==> src/vdt_pkg.sv <==
package vdt_pkg;

	localparam int TABLE_DEPTH = 256;
	localparam int IDX_W       = $clog2(TABLE_DEPTH);
	localparam int CNT_W       = $clog2(TABLE_DEPTH + 1);
	localparam int COORD_W     = 32;
	localparam int ENTRY_W     = 3 * COORD_W;
	localparam int TOL_W       = 31;
	localparam int OUT_IDX_W   = 8;

	localparam logic [TOL_W-1:0] TOL_RESET = TOL_W'(1);

	typedef enum logic [1:0] {
		ST_IDLE,
		ST_SEARCH,
		ST_RESULT
	} vdt_state_t;

	typedef struct packed {
		logic start;
		logic step;
		logic commit;
	} vdt_cmd_t;

	typedef struct packed {
		logic more;
		logic rd_vld;
		logic hit;
		logic out_free;
	} vdt_sts_t;

endpackage

==> src/vdt_ctrl.sv <==
module vdt_ctrl (
	input  logic               clk,
	input  logic               arst_n,
	input  logic               in_valid,
	output logic               in_stall,
	input  vdt_pkg::vdt_sts_t  sts,
	output vdt_pkg::vdt_cmd_t  cmd
);
	import vdt_pkg::*;

	vdt_state_t state_q;
	vdt_state_t state_d;

	always_ff @(posedge clk or negedge arst_n) begin
		if (!arst_n) begin
			state_q <= ST_IDLE;
		end else begin
			state_q <= state_d;
		end
	end

	always_comb begin
		state_d    = state_q;
		cmd        = '0;
		in_stall   = 1'b1;
		unique case (state_q)
			ST_IDLE: begin
				in_stall = 1'b0;
				if (in_valid) begin
					cmd.start = 1'b1;
					state_d   = ST_SEARCH;
				end
			end
			ST_SEARCH: begin
				cmd.step = 1'b1;
				// stop on the first hit, or once every entry has been compared
				if (sts.hit) begin
					state_d = ST_RESULT;
				end else if (!sts.more && !sts.rd_vld) begin
					state_d = ST_RESULT;
				end
			end
			ST_RESULT: begin
				if (sts.out_free) begin
					cmd.commit = 1'b1;
					state_d    = ST_IDLE;
				end
			end
			default: begin
				state_d = ST_IDLE;
			end
		endcase
	end

endmodule

==> config.mk <==
export PLATFORM = sky130hd
export DESIGN_NAME = vdt_ctrl
export DESIGN_NICKNAME = d
export VERILOG_FILES = /design/src/vdt_pkg.sv /design/src/vdt_ctrl.sv
export SDC_FILE = /design/constraint.sdc
export NUM_CORES = 1
export LEC_CHECK = 0
export ABC_AREA = 1
export BUFFER_PORTS_ARGS = -buffer_cell sky130_fd_sc_hd__buf_2
export CAP_MARGIN = 20
export CORE_AREA = 2 2 39 41
export DETAILED_ROUTE_END_ITERATION = 6
export DIE_AREA = 0 0 41 43
export GPL_ROUTABILITY_DRIVEN = 0
export HOLD_SLACK_MARGIN = 0.06
export PLACE_DENSITY_LB_ADDON = 0.15
export SLEW_MARGIN = 20
export SYNTH_ARGS = -nofsm -noshare
export SYNTH_HDL_FRONTEND = slang
export SYNTH_SLANG_ARGS = --single-unit
==> constraint.sdc <==
create_clock -name clk -period 1.1 [get_ports clk]
set_input_delay 0.055 -clock clk [delete_from_list [all_inputs] [get_ports clk]]
set_output_delay 0.055 -clock clk [all_outputs]
set_load 0.01 [all_outputs]
Word-level counts from Yosys, hierarchy flattened
Index checks and enable logic that the tools add are counted.
{ "word_totals": {"reg_bits": 2, "elab_cells": 22} }
{ "op_classes": {"n_eq_ne": 5, "muxes": 11, "reduce_logical": 5} }
{ "ops": {"columns": ["op", "count"], "rows": [
  ["2-bit 2-to-1 mux", 4],
  ["1-bit 2-to-1 mux", 6],
  ["2-bit case mux with 3 select lines", 1],
  ["2-bit != test (second input constant)", 2],
  ["3-bit != test (second input constant)", 1],
  ["3-bit AND reduction", 1],
  ["2-bit by 1-bit == test with 1-bit output (second input constant)", 1],
  ["2-bit == test (second input constant)", 1],
  ["1-bit logical NOT", 2],
  ["2-bit logical NOT", 1],
  ["1-bit logical AND", 1]
]} }

Depth between registers and ports, before layout
Gate-level depths: netlist (run 1).
{ "logic_depth": {"word_depth": 5, "depth_mapped": 4, "mapped_depth_nobuf": 4} }

Worst setup path before layout (run 1)
Ideal clock, no wire load.
{ "synth_path": {"path_type": "register to output", "startpoint": "reg state_q[1]", "endpoint": "out cmd[2] in the netlist's numbering", "arrival_ps": 803, "required_ps": 1045, "setup_slack_ps": 242, "stages_incl_launch_ff": 4, "path_cell_list": "dfrtp_1 -> nor2_1 -> inv_1 -> nor2_1"} }
{ "synth_rtl": {"columns": ["element", "line", "rtl"], "rows": [
  ["start, declared", "vdt_ctrl.sv:11", "vdt_state_t state_q;"],
  ["start signal, assigned", "vdt_ctrl.sv:18", "state_q <= state_d;"],
  ["end, declared", "vdt_ctrl.sv:7", "output vdt_pkg::vdt_cmd_t cmd"]
]} }

==> metrics.md, run 1 <==
| Metric | Value |
|---|---|
| Status | `complete, no violations` |
| Largest area contributor in the netlist | `dfrtp_1` |
| Reg with most FFs | `state_q` |
| Crit. End Element | `output port` |
| Final worst-path setup slack | `around 41 ps` |
| Max_slew headroom | `between 80% and 90%` |
| Peak supply drop | `slightly below 600 uV` |
| Clock Latency Late Sink | `around 220 ps` |
| GRT Total Usage | `under 10%` |
| Max Cap Viol | `0` |
| Total gr overflow | `0` |
| WS Path Type | `flip-flop to output port` |
| Required time of the worst setup path | `between 1000 and 1500 ps` |
| RSZ-0062 raised after global routing | `true` |
| Initial core utilization | `9.95%` |
| Power consumption | `0.587 mW` |
| NetSw | `approximately 0.23 mW` |
| CTS tree | `built` |
| 1st-pass router iterations | `2` |
| Clock share of power | `between 20 and 30%` |
| CP max-delay cell | `dfrtp_1` |
| Logic pwr share | `about 50%` |
| Min-delay worst type | `input pin to flip-flop` |
| Number of global-route vias before repair | `approximately 140` |
| Flop2flop setup slack | `between 200 and 250 ps` |
| Layout cells sized above 1 | `52.9%` |
| Worst R2R End | `state_q[1]` |
| Vias/cell | `around 3.3` |
| Top-area cell type share of the netlist area | `approximately 36%` |
| Layout Skew | `between 0.01 and 0.015 ps` |
| Critical-path cell list | `nor2_2, inv_2, nor2_1, buf_2` |
| Max-slew violations | `0` |
| Pre-CTS setup slack | `203 ps` |
| Rows | `14` |
| Max incr delay on CP | `400 ps` |
| Mapped Nets | `27` |
| Average cell area after synthesis | `between 6 and 7 um2` |
| Pwr dens | `roughly 2400 nW/um2` |
| Storage element area | `around 50 um2` |
| # nets final | `43` |
| Final ANT Viol Nets | `0` |
| Top Registers | `state_q: 2 flops` |
| WHS Endpoint | `state_q[0]` |
| Global-route wire length before repair | `about 520 um` |
| Hold Crit Start | `sts[3]` |
| Critical Path AT | `1000 ps` |
| R2R depth | `4` |
| Switching portion of total power | `around 40%` |
| Initial antenna violation count | `0` |
| Pin slew with the least headroom to its limit | `roughly 210 ps` |
| Drt wl/cell | `between 6 and 7 um` |
| Num CTS Buffers | `3` |
| Area grow syn2layout | `76.4%` |
| Num ports | `11` |
| Htree depth | `1` |
| Endpoints failing hold | `0` |
| Drt initial violations | `1` |
| Max reg flops | `2` |
| Yosys warns | `0` |
| Hold path depth | `3` |
| Max Fanout on Critical Path | `3` |
| Sequential power share | `between 20% and 30%` |
| Vias | `~170` |
| #FFs+latches synth | `2` |
| Post-synthesis sequential area ratio | `a little over a third` |
| Library cells used by synthesis | `11` |
| Synthesized cell area | `138 um2` |
| Die area | `between 1500 and 2000 um2` |
| Setup TNS Final | `0 ps` |
| Largest net degree at the start of global routing | `4` |
| CP startpoint kind | `flip-flop` |
| Post-Layout Cell Count | `50` |
| Placed insts | `45` |
| Highest Clock Rate | `944 MHz` |
| # DRC | `0` |
| Clk pin slew, worst setup/hold paths | `30 ps` |
| Area of the multi-input gates | `between 60 and 70 um2` |
| CTS Buffer Depth | `2` |
| Root Buffer | `clkbuf_4` |
| Die Wd | `just over 40 um` |
| WL final | `roughly 320 um` |
| Cell count after synthesis | `20` |
| Fillers | `roughly 160` |
| Sink Count | `2` |
| Post-layout min period | `about 1100 ps` |
| # diodes | `0` |
| P_leak | `around 0.14 nW` |
| Port-buffer cells | `10` |
| Tcrit/Tclk final | `96.3%` |
| Largest cells by area after synthesis | `dfrtp_1 (36%), inv_1 (14%), nand2_1 (8.2%), nor2_1 (8.2%), o21ai_2 (6.4%)` |
| Final-report setup violation count | `0` |
| Core area | `between 1000 and 1500 um2` |
| Reg-to-Reg Start | `state_q[1]` |
| Die Y | `43 um` |
| Int Pwr | `0.354 mW` |
## metrics by stage
stage | utilization [%] | cell area [um2] | hold slack [ps]
after global routing | 17.5 | 243 | 109
after CTS | 17.5 | 243 | 106
after global placement | 14.5 | 200 | -159
after floorplan | - | 138 | -241
final | 17.5 | 243 | 115
after detailed placement | 14.5 | 200 | -158
## how the worst max path moves through the flow
stage	startpoint	endpoint	cells past startpoint
finish	state_q[1]	cmd[2]	4
global route	state_q[1]	cmd[2]	4
CTS	state_q[1]	cmd[2]	4
detailed placement	state_q[1]	cmd[2]	4
global placement	state_q[1]	cmd[2]	4
floorplan	state_q[1]	cmd[2]	3
## power groups by stage
stage | registers [mW] | clock network, mW | logic, mW
2_1_floorplan | 0.129 | 0 | 0.190
3_3_place_gp | 0.134 | 0 | 0.256
3_5_place_dp | 0.133 | 0 | 0.255
4_1_cts | 0.135 | 0.174 | 0.289
5_1_grt | 0.136 | 0.183 | 0.320
6_report | 0.134 | 0.162 | 0.291
## critical path, delay by kind of cell (launching register included)
family / cells / cell delay, ps
AND/OR/NAND/NOR: 2 / 200
buffers and inverters: 2 / 190
flip-flops: 1 / 400
## repair_timing
item,CTS,global route
setup buffers,1,0
endpoints found under the setup margin,1,1
gates resized for setup,1,1
hold endpoints to repair,2,0
hold buffers,1,0
pin swaps,1,0
## per-layer routing
metal	track usage [%]	wire length [um]	vias to the layer above
met5	0	0	-
li1	-	-	90
met3	3.14	23	0
met4	6.00	0	0
met1	5.47	137	70
met2	5.00	164	5
## cell usage after synthesis
cell / number
inv_1: 5
nand2_1: 3
nor2_1: 3
dfrtp_1: 2
buf_4: 1
nand3_1: 1
nand4_1: 1
nor2_2: 1
o211ai_1: 1
o21ai_0: 1
o21ai_2: 1
## kinds of logic after synthesis
family / share of synthesized area (%)
buf+inv: 19.1
compound gates: 15.5
flops: 36.4
simple gates: 29.1
## area by class of cell
class / instances / area share, %
inverters: 5 / 7.73
multi-input cells: 12 / 26.3
repair buffers: 12 / 27.8
clock buffers: 3 / 9.28
well taps: 16 / 8.25
flip-flops and latches: 2 / 20.6
## layout by cell type (no fill, tap or decap)
cell / count
buf_4: 1
dfrtp_1: 2
nor2_1: 2
buf_2: 10
nand3_1: 1
nand2_1: 3
nand4_1: 1
inv_2: 1
dlygate4sd3_1: 1
o21ai_0: 1
o211ai_1: 1
inv_1: 4
clkbuf_4: 3
o21ai_2: 1
nor2_2: 2
No activity file was read; power rests on OpenSTA's default activity.
==> run 2: changes to the inputs <==
- clock period: 1.1 -> 0.9 ns (I/O delays scaled with it)
==> run 2 against run 1 <==
  * The flow now finishes with violations (negative setup slack)
  * Sequential cell count stayed put
  * Combinational power is 59% higher
  * Non-clock buffer count is 3 higher
  * Cell count is 6.0% higher
  * Critical path type unchanged
  * Design area is 9.3% higher
  * Clock power is 26% higher
  * Register-to-register slack worse by 310 ps
  * Sequential share of layout area is 1.8 points lower
  * Critical path depth stayed put
  * Core utilization is 1.6 points higher
  * Clock skew is 1.0 ps higher
==> metrics.md, run 2 (same netlist as run 1, synthesis figures left out) <==
| Metric | Value |
|---|---|
| Tcrit/Tclk final | `115%` |
| Initial core utilization | `9.95%` |
| Vias | `about 180` |
| RSZ-0062 raised after global routing | `true` |
| Most frequent cells in the layout | `buf_2 (10), inv_1 (4), buf_4 (4)` |
| Die Y | `~43 um` |
| Num CTS Buffers | `3` |
| Fin area | `between 200 and 300 um2` |
| Final worst-path setup slack | `-137 ps` |
| Sequential power share | `between 10% and 20%` |
| Global-route wire length before repair | `~550 um` |
| Pwr dens | `between 3000 and 4000 nW/um2` |
| Highest Clock Rate | `approximately 960 MHz` |
| R2R depth | `5` |
| Final-report setup violation count | `6` |
| Crit. End Element | `output port` |
| Logic pwr share | `between 50% and 60%` |
| Most common cell after layout, fill and taps aside | `buf_2` |
| Root Buffer | `clkbuf_4` |
| P_leak | `0.155 nW` |
| Drt initial violations | `0` |
| Max-slew violations | `0` |
| Drt wl/cell | `around 6.7 um` |
| Pin slew with the least headroom to its limit | `206 ps` |
| Total gr overflow | `0` |
| Port-buffer cells | `10` |
| Status | `complete, but fails checks` |
| Layout Skew | `1.02 ps` |
| Htree depth | `1` |
| Max_slew headroom | `between 80% and 90%` |
| Critical Path AT | `990 ps` |
| Num ports | `11` |
| # nets final | `46` |
| Routed wl met2 | `between 150 and 200 um` |
| CTS Buffer Depth | `2` |
| GRT Total Usage | `approximately 5.0%` |
| # diodes | `0` |
| Max reg flops | `2` |
| Switching portion of total power | `between 30% and 40%` |
| Failing checks | `negative setup slack` |
| Sink Count | `2` |
| Largest net degree at the start of global routing | `4` |
| Clock Latency Late Sink | `~230 ps` |
| CP startpoint kind | `flip-flop` |
| Area grow syn2layout | `92.7%` |
| WL final | `between 300 and 400 um` |
| Clock share of power | `24.6%` |
| Rows | `14` |
| 1st-pass router iterations | `1` |
| Clk pin slew, worst setup/hold paths | `around 30 ps` |
| Layout cells sized above 1 | `56.8%` |
| Vias/cell | `3.43` |
| # DRC | `0` |
| Max Cap Viol | `0` |
| Top Registers | `state_q: 2 flops` |
| Power consumption | `around 0.83 mW` |
| Die area | `between 1500 and 2000 um2` |
| Wire length on met3 | `around 29 um` |
| DR top layer | `met4` |
| Post-layout min period | `between 1000 and 1500 ps` |
| Number of global-route vias before repair | `158` |
| Area after DPL | `between 200 and 250 um2` |
| NetSw | `roughly 0.3 mW` |
| Required time of the worst setup path | `850 ps` |
| Hold path depth | `3` |
| Max Fanout on Critical Path | `3` |
| Die Wd | `41 um` |
| Fillers | `between 150 and 200` |
| WL met1 | `130 um` |
| Min-delay worst type | `input pin to flip-flop` |
| CTS tree | `built` |
| Initial antenna violation count | `0` |
| WS Path Type | `flip-flop to output port` |
| Setup TNS Final | `-579 ps` |
| Reg with most FFs | `state_q` |
| Peak supply drop | `approximately 700 uV` |
| Final ANT Viol Nets | `0` |
| Int Pwr | `around 0.52 mW` |
| Core area | `about 1400 um2` |
| Endpoints failing hold | `0` |
## run 2: changes by cell type in the layout (fill, tap and decap cells not counted)
| cell | previous run | this run |
|---|---|---|
| buf_4 | 1 | 4 |
## run 2: area by class of cell
| class | instances | area (um2) | area share (%) |
|---|---|---|---|
| Multi-Input combinational cell | 12 | 63.8 | 24.1 |
| Timing Repair Buffer | 15 | 90.1 | 34.0 |
| Clock buffer | 3 | 22.5 | 8.49 |
| Inverter | 5 | 18.8 | 7.08 |
| Tap cell | 16 | 20.0 | 7.55 |
| Sequential cell | 2 | 50.0 | 18.9 |
## run 2: worst max-delay path: stages (launching register included)
cell and delay (ps):
dfrtp_1 390, nor2_2 120, inv_2 60, nor2_1 70, buf_2 130
## run 2: routing by layer
metal | vias to the layer above | global-route usage [%]
met5 | - | 0
met4 | 0 | 6.00
li1 | 96 | -
met1 | 77 | 5.14
met2 | 7 | 5.94
met3 | 2 | 3.14
## run 2: power groups by stage
stage	clock (mW)	sequential [mW]	combinational [mW]
final	0.204	0.161	0.464
after floorplan	0	0.158	0.232
after detailed placement	0	0.163	0.311
after global placement	0	0.164	0.313
after global routing	0.233	0.165	0.503
after CTS	0.213	0.165	0.396
## run 2: timing repair
item / CTS / global route
pin swaps: 2 / 0
hold buffers: 1 / 0
buffers inserted: 2 / 2
endpoints found under the setup margin: 4 / 6
endpoints found under the hold margin: 2 / 0
gates resized for setup: 2 / 0
## run 2: path summary, 6_finish.rpt
kind / startpoint / to / slack (ps)
max in group asynchronous: arst_n / state_q[1] / 670
min in group asynchronous: arst_n / state_q[0] / 130
min: sts[3] / state_q[0] / 100
max reg2reg: state_q[1] / state_q[0] / -70
min reg2reg: state_q[0] / state_q[1] / 610
max: state_q[1] / cmd[2] / -140
## run 2: per-stage QoR
| stage | utilization (%) | cells | worst slack (ps) | hold WS [ps] |
|---|---|---|---|---|
| global route | 19.2 | 53 | -201 | 91.7 |
| floorplan | - | 20 | 51.8 | -251 |
| detailed placement | 14.5 | 45 | 12.7 | -168 |
| global placement | 14.5 | 45 | 8.63 | -169 |
| finish | 19.2 | 53 | -137 | 98.9 |
| CTS | 18.1 | 51 | -167 | 96.3 |
